==> src/hdl/tsa_pkg.sv <==
package tsa_pkg;

  localparam int unsigned ELEV_WIDTH_DEF = 16;
  localparam int unsigned COEF_WIDTH_DEF = 7;
  localparam int unsigned NTAPS          = 9;

  localparam int unsigned KER_W      = 63;
  localparam int unsigned RES_W      = 24;
  localparam int unsigned SM_W       = 8;
  localparam int unsigned CFG_DATA_W = 63;
  localparam int unsigned CFG_IDX_W  = 3;

  localparam int unsigned ITERS   = 24;
  localparam int unsigned DP_W    = 62;   // CORDIC x and y
  localparam int unsigned ZW      = 34;   // CORDIC angle, Q.24 degrees
  localparam int unsigned AW      = 36;   // aspect arithmetic, Q.24 degrees
  localparam int unsigned MANT_W  = 59;   // mantissas normalised to a leading one at bit 58
  localparam int unsigned MANT_MSB = 58;
  localparam int unsigned NORM_W  = 35;   // magnitude limit before the scaling products
  localparam int unsigned DNORM_W = 40;   // divisor limit before the gain product
  localparam int unsigned PROD_W  = 59;
  localparam int unsigned GAIN_W  = 21;
  localparam int unsigned GAINP_W = DNORM_W + GAIN_W;
  localparam int unsigned KW      = 4;
  localparam int unsigned EB0_W   = 5;
  localparam int unsigned EXP_W   = 8;
  localparam int unsigned POS_W   = 6;

  localparam int unsigned SLOPE_W  = 15;
  localparam int unsigned ASPECT_W = 17;

  localparam logic [GAIN_W-1:0] GAIN = 21'd1726753;

  localparam logic signed [ZW-1:0] DEG90   = 34'sd1509949440;
  localparam logic signed [AW-1:0] DEG90_A  = 36'sd1509949440;
  localparam logic signed [AW-1:0] DEG180_A = 36'sd3019898880;
  localparam logic signed [AW-1:0] DEG360_A = 36'sd6039797760;
  localparam int unsigned Q8_SHIFT = 16;

  localparam logic [29:0] ATAN_TAB [ITERS] = '{
    30'd754974720, 30'd445687602, 30'd235489088, 30'd119537938, 30'd60000934,
    30'd30029717,  30'd15018523,  30'd7509720,   30'd3754917,   30'd1877466,
    30'd938734,    30'd469367,    30'd234684,    30'd117342,    30'd58671,
    30'd29335,     30'd14668,     30'd7334,      30'd3667,      30'd1833,
    30'd917,       30'd458,       30'd229,       30'd115
  };

  typedef enum logic [CFG_IDX_W-1:0] {
    REG_EW_KERNEL = 3'd0,
    REG_NS_KERNEL = 3'd1,
    REG_EW_RES    = 3'd2,
    REG_NS_RES    = 3'd3,
    REG_SMOOTH    = 3'd4
  } cfg_reg_e;

  typedef struct packed {
    logic [KER_W-1:0] ew_kernel;
    logic [KER_W-1:0] ns_kernel;
    logic [RES_W-1:0] ew_res;
    logic [RES_W-1:0] ns_res;
    logic [SM_W-1:0]  smooth;
  } cfg_t;

  typedef struct packed {
    logic flat;
    logic sx_zero;
    logic sx_neg;
    logic sy_neg;
  } flags_t;

  // Travels beside the first CORDIC row.
  typedef struct packed {
    flags_t                  flags;
    logic [KW-1:0]           k;
    logic signed [EXP_W-1:0] eb;
    logic [MANT_W-1:0]       mb;
  } side1_t;

  // Travels beside the second CORDIC row.
  typedef struct packed {
    logic                flat;
    logic [ASPECT_W-1:0] aspect;
  } side2_t;

  function automatic logic [POS_W-1:0] msb_pos(input logic [63:0] v);
    logic [POS_W-1:0] p;
    p = '0;
    for (int i = 0; i < 64; i++) begin
      if (v[i]) p = POS_W'(i);
    end
    return p;
  endfunction

endpackage

==> src/hdl/tsa_cordic_cell.sv <==
module tsa_cordic_cell #(
  parameter int unsigned STAGE  = 0,
  parameter int unsigned SIDE_W = 1
) (
  input  logic                              clk_i,
  input  logic                              rst_ni,
  input  logic                              en_i,
  input  logic                              valid_i,
  input  logic signed [tsa_pkg::DP_W-1:0]   x_i,
  input  logic signed [tsa_pkg::DP_W-1:0]   y_i,
  input  logic signed [tsa_pkg::ZW-1:0]     z_i,
  input  logic [SIDE_W-1:0]                 side_i,
  output logic                              valid_o,
  output logic signed [tsa_pkg::DP_W-1:0]   x_o,
  output logic signed [tsa_pkg::DP_W-1:0]   y_o,
  output logic signed [tsa_pkg::ZW-1:0]     z_o,
  output logic [SIDE_W-1:0]                 side_o
);

  logic                            valid_q;
  logic signed [tsa_pkg::DP_W-1:0] x_d, y_d, x_q, y_q, dx, dy;
  logic signed [tsa_pkg::ZW-1:0]   z_d, z_q, ang;
  logic [SIDE_W-1:0]               side_q;

  assign ang = $signed(tsa_pkg::ZW'(tsa_pkg::ATAN_TAB[STAGE]));

  always_comb begin
    dx = y_i >>> STAGE;
    dy = x_i >>> STAGE;
    // Rotate towards the x axis; the sign of y picks the direction.
    if (!y_i[tsa_pkg::DP_W-1]) begin
      x_d = x_i + dx;
      y_d = y_i - dy;
      z_d = z_i + ang;
    end else begin
      x_d = x_i - dx;
      y_d = y_i + dy;
      z_d = z_i - ang;
    end
  end

  always_ff @(posedge clk_i or negedge rst_ni) begin
    if (!rst_ni) begin
      valid_q <= 1'b0;
    end else if (en_i) begin
      valid_q <= valid_i;
    end
  end

  always_ff @(posedge clk_i) begin
    if (en_i) begin
      x_q    <= x_d;
      y_q    <= y_d;
      z_q    <= z_d;
      side_q <= side_i;
    end
  end

  assign valid_o = valid_q;
  assign x_o     = x_q;
  assign y_o     = y_q;
  assign z_o     = z_q;
  assign side_o  = side_q;

endmodule

==> config.mk <==
export PLATFORM = sky130hd
export DESIGN_NAME = tsa_cordic_cell
export DESIGN_NICKNAME = d
export VERILOG_FILES = /design/src/hdl/tsa_pkg.sv /design/src/hdl/tsa_cordic_cell.sv
export SDC_FILE = /design/constraint.sdc
export NUM_CORES = 1
export LEC_CHECK = 0
export BUFFER_PORTS_ARGS = -buffer_cell sky130_fd_sc_hd__buf_2
export CORE_MARGIN = 2
export CORE_UTILIZATION = 45
export DETAILED_ROUTE_END_ITERATION = 12
export HOLD_SLACK_MARGIN = 0.15
export PLACE_DENSITY = 0.69
export REMOVE_ABC_BUFFERS = 1
export SETUP_SLACK_MARGIN = 0.15
export SLEW_MARGIN = 10
export SYNTH_ARGS = -nofsm -noshare
export SYNTH_HDL_FRONTEND = slang
export SYNTH_SLANG_ARGS = --single-unit
==> constraint.sdc <==
create_clock -name clk_i -period 1 [get_ports clk_i]
set_clock_uncertainty 0.15 [all_clocks]
set_input_delay 0.05 -clock clk_i [delete_from_list [all_inputs] [get_ports clk_i]]
set_output_delay 0.05 -clock clk_i [all_outputs]
set_load 0.05 [all_outputs]
# [Word-level counts from Yosys, hierarchy flattened]
# Index checks and enable logic that the tools add are counted.
[word_totals] reg_bits=160 elab_cells=13
[op_classes] add_sub_neg=5 n_mux=3
[op_table] operator="$mux W62" n=2
[op_table] operator="$sub A62 B62 Y62" n=2
[op_table] operator="$add A62 B62 Y62" n=1
[op_table] operator="$add A34 B31 Y34 const B" n=1
[op_table] operator="$mux W34" n=1
[op_table] operator="$sub A34 B31 Y34 const B" n=1

# [Logic depth before layout (Yosys ltp)]
[depth] ltp_word=2 depth_mapped=14

# [Least setup slack after synthesis]
# OpenSTA, ideal clock, no wires.
[synth_timing] kind="input to register" start="in x_i[13] (netlist bit)" end="reg y_q, in the netlist y_o[61] (data pin)" t_arrival_ns=2.715 required_time_ns=0.585 setup_slack_ns=-2.130 path_stages=12 n_path_buf=0 path_cell_list="inv_1 -> ha_1 -> nor4_4 -> nand4_1 -> a21oi_2 -> o31ai_1 -> or4_4 -> a2111oi_4 -> o211ai_2 -> a311oi_2 -> o211ai_1 -> xor2_1"
[synth_between] elab_chain_len=2 word_cells_on_any_way=3
[synth_lines] item="from (decl)" line_no="tsa_cordic_cell.sv:9" rtl="input logic signed [tsa_pkg::DP_W-1:0] x_i,"
[synth_lines] item="$sub A62 B62 Y62 / $add A62 B62 Y62 (equally long branches)" line_no="tsa_cordic_cell.sv:33, tsa_cordic_cell.sv:37"
[synth_lines] item="$mux W62 (*)" line_no="tsa_cordic_cell.sv:31" rtl="if (!y_i[tsa_pkg::DP_W-1]) begin"
[synth_lines] item="net y_d (one bit)" line_no="tsa_cordic_cell.sv:21" rtl="logic signed [tsa_pkg::DP_W-1:0] x_d, y_d, x_q, y_q, dx, dy;"
[synth_lines] item="to (signal assigned)" line_no="tsa_cordic_cell.sv:53" rtl="y_q <= y_d;"
[synth_lines] item="to (decl)" line_no="tsa_cordic_cell.sv:21"
# Mark *: on every way through the listed nets, which the timed path passes. The rest lies on a longest branch.
# A chain may end at the register's enable or synchronous reset.

# [Worst setup path in the final report]
[layout_timing] start="in x_i[1] (netlist bit)" end="reg y_q, in the netlist y_o[41] (data pin)"
# Same word-level chain as after synthesis.

==> metrics.yaml <==
timing:
  rsz0062_at_grt: "true"
  hold_viol: 69
  fmax_mhz: 319
  drv_slew: 0
  finalSetupTns_ns: -248.97
  fin_ws_ns: -2.14
  worst_slew_pin_slew_ns: 0.968
  max_slew_margin_pct: 33.6
  whs_ns: -0.209
  setup_viol: 288
  fin_crit_ns: 3.14
  period_share_pct: 314
worst_setup_path:
  cpLargestDelayFamily: "buffers and inverters"
  cp.arrival_ns: 3.23
  reg2reg_setup_slack_ns: 0.07
  cp_max_fo: 3
  r2r_end: "valid_o$_DFFE_PN0P_"
  cp_common_cell: "buf_6"
  required_ns: 1.09
  crit_path_end_kind: "flop"
  crit_type: "primary input to flop"
  r2r-start: "valid_o$_DFFE_PN0P_"
  cp_slowest_stage_delay_ns: 0.23
  ff2ff_path_depth: 1
  cp_slowest_cell: "o211ai_1"
  worstSetupStartpointType: "primary input"
  worst-path-buf-inv: 15
die:
  fp.dieW_um: 198
  start_util_pct: 45.4
  ios: 323
  die_h_um: 198
  core_area_um2: 37400
  die-area_um2: 39300
  rows: 71
power_and_ir_drop:
  power_mw: 38.1
  ir_worst_vdd_v: 0.00152
  cellPowerDensity_nw_per_um2: 1270
  p_leak_nw: 13.8
global_route:
  grt.met1_usage_pct: 48.3
  grt.busiest_layer: "met2"
  use_met3_pct: 9.50
  grt_pass1_wl_um: 123000
  grt_pass1_vias: 21600
  grt_max_degree: 84
  grt_use_total_pct: 41.1
  antenna_found_initial: 9
  grtUsageMet2_pct: 69.7
  grt_overflow: 0
job:
  drv_cap: 0
logic_synthesis:
  yosysWarnings: 0
  yosysSeqAreaShare_pct: 28.1
  netlist_area_um2: 17000
  synth.top_cells.by_count: "290 x a21oi_1, 207 x inv_1, 191 x ha_1"
  ys_seq_elements: 159
  synth_edf_count: 158
  synth_area_leaders: "edfxtp_1 28%, ha_1 14%, a21oi_1 8.6%"
  yosysMostFrequentCell: "a21oi_1"
  ys.flop_type: "edfxtp_1"
  async_reset_ff_share_pct: 0.629
  yosys.area.top_type: "edfxtp_1"
  synth_cell_types: 79
  netlist.area_leader.share_pct: 28.0
  syn_inst: 2088
  avgSynthCellArea_um2: 8.13
placed_design:
  place.gp.congestion: 1.02
  hpwlAfterDp_um: 62800
  placed_cells: 3653
  numPortBuffers: 322
  dp_slack_ns: -2.76
  dpl-instance-area_um2: 25200
cts:
  clock_sinks: 159
  cts_root_buffer: "clkbuf_16"
  clk_pin_slew_worst_paths_ns: 0.07
  cts_tree: "yes"
  numCtsBuffers: 17
  htree_levels: 4
  cts_buffer_depth: 2
  holdBufCountCts: 30
  worstSkewPairLatency_ns: 0.49
cells_and_area:
  fin_cells: 3807
  finish.net_count: 3639
  layout-drive-gt1-share_pct: 51.2
  fin_area_um2: 30000
  layout-area-overhead-vs-synth_pct: 77.0
  post-route-util_pct: 80.3
route:
  wl_um: 91100
  wire_per_inst_um: 23.9
  drc: 0
  drtIter0Drc: 2304
  ant_nets: 0
  via_count: 22400
  dr.pass1.iters: 6
  vias_per_cell: 5.89
worst_hold_path:
  min_from: "en_i"
  hold_path_class: "primary input to flop"
  holdPathStages: 1
  worstHoldEndpoint: "z_o[29]$_DFFE_PP_"
outcome:
  status: "finished, violations left"
  violations: "hold timing, setup timing"
[kinds of logic (layout without fill, tap and decap cells)]
kind of cell / Yosys count / count (layout) / synth area share, %
AND/OR/NAND/NOR: 531 / 531 / 14.9
adder cells (fa/ha/maj): 195 / 195 / 14.6
AO/OA/AOI/OAI: 740 / 740 / 27.3
other: 0 / 2 / 0
multiplexers: 29 / 29 / 1.72
XOR/XNOR: 125 / 125 / 6.45
flip-flops: 159 / 159 / 28.1
buffers and inverters: 309 / 1515 / 6.94
[area by class of cell]
cell class | instances | area [µm²]
Multi-Input combinational cell | 1620 | 13700
Timing Repair Buffer | 1272 | 9500
Fill cell | 2425 | 7350
Sequential cell | 159 | 4770
Inverter | 211 | 820
Tap cell | 511 | 639
Clock buffer | 17 | 425
Clock inverter | 15 | 145
Antenna cell | 2 | 5.00
[how the worst max path moves through the flow]
stage,to,depth (start not counted),from,slack [ns]
after floorplan,y_o[61]$_DFFE_PP_,12,x_i[13],-2.30
after global placement,y_o[51]$_DFFE_PP_,17,x_i[6],-2.77
after detailed placement,x_o[54]$_DFFE_PP_,14,x_i[0],-2.76
after CTS,y_o[53]$_DFFE_PP_,14,y_i[13],-2.00
after global routing,y_o[41]$_DFFE_PP_,25,x_i[1],-2.18
final,y_o[41]$_DFFE_PP_,25,x_i[1],-2.14
[metal layers]
layer	up-vias	share of wire, %
met5	-	0.15
met4	16	6.8
met3	440	11
met2	1407	46
met1	10600	36
li1	9923	-
[state kept, by name, indices dropped and copies added (netlist names)]
| name | count |
|---|---|
| x_o | 62 |
| y_o | 61 |
| z_o | 34 |
| side_o | 1 |
| valid_o | 1 |
[where the power goes]
group	internal (mW)	switching [mW]	total (mW)
Sequential	8.74	0.422	9.17
Clock	3.31	3.49	6.79
Combinational	8.79	13.3	22.1
Total	20.8	17.2	38.1
[layout by cell type, fill, tap and decap left out, types with 56 or more instances in the layout]
master | synthesis | routed
nand2_1 | 124 | 114
inv_1 | 207 | 190
buf_6 | 0 | 115
ha_1 | 191 | 158
nor2_1 | 169 | 144
a21oi_2 | 1 | 56
a21oi_1 | 290 | 205
buf_2 | 9 | 302
edfxtp_1 | 158 | 158
xnor2_1 | 111 | 87
buf_4 | 2 | 805
o21ai_0 | 147 | 82
[repair_timing]
action                                  CTS  global route
pin swaps                               126           145
hold endpoints to repair                243           207
buffers inserted                         54            36
cloned                                    0             0
resized for setup                       437           314
endpoints found under the setup margin  291           292
Power figures use the tool's default switching activity.
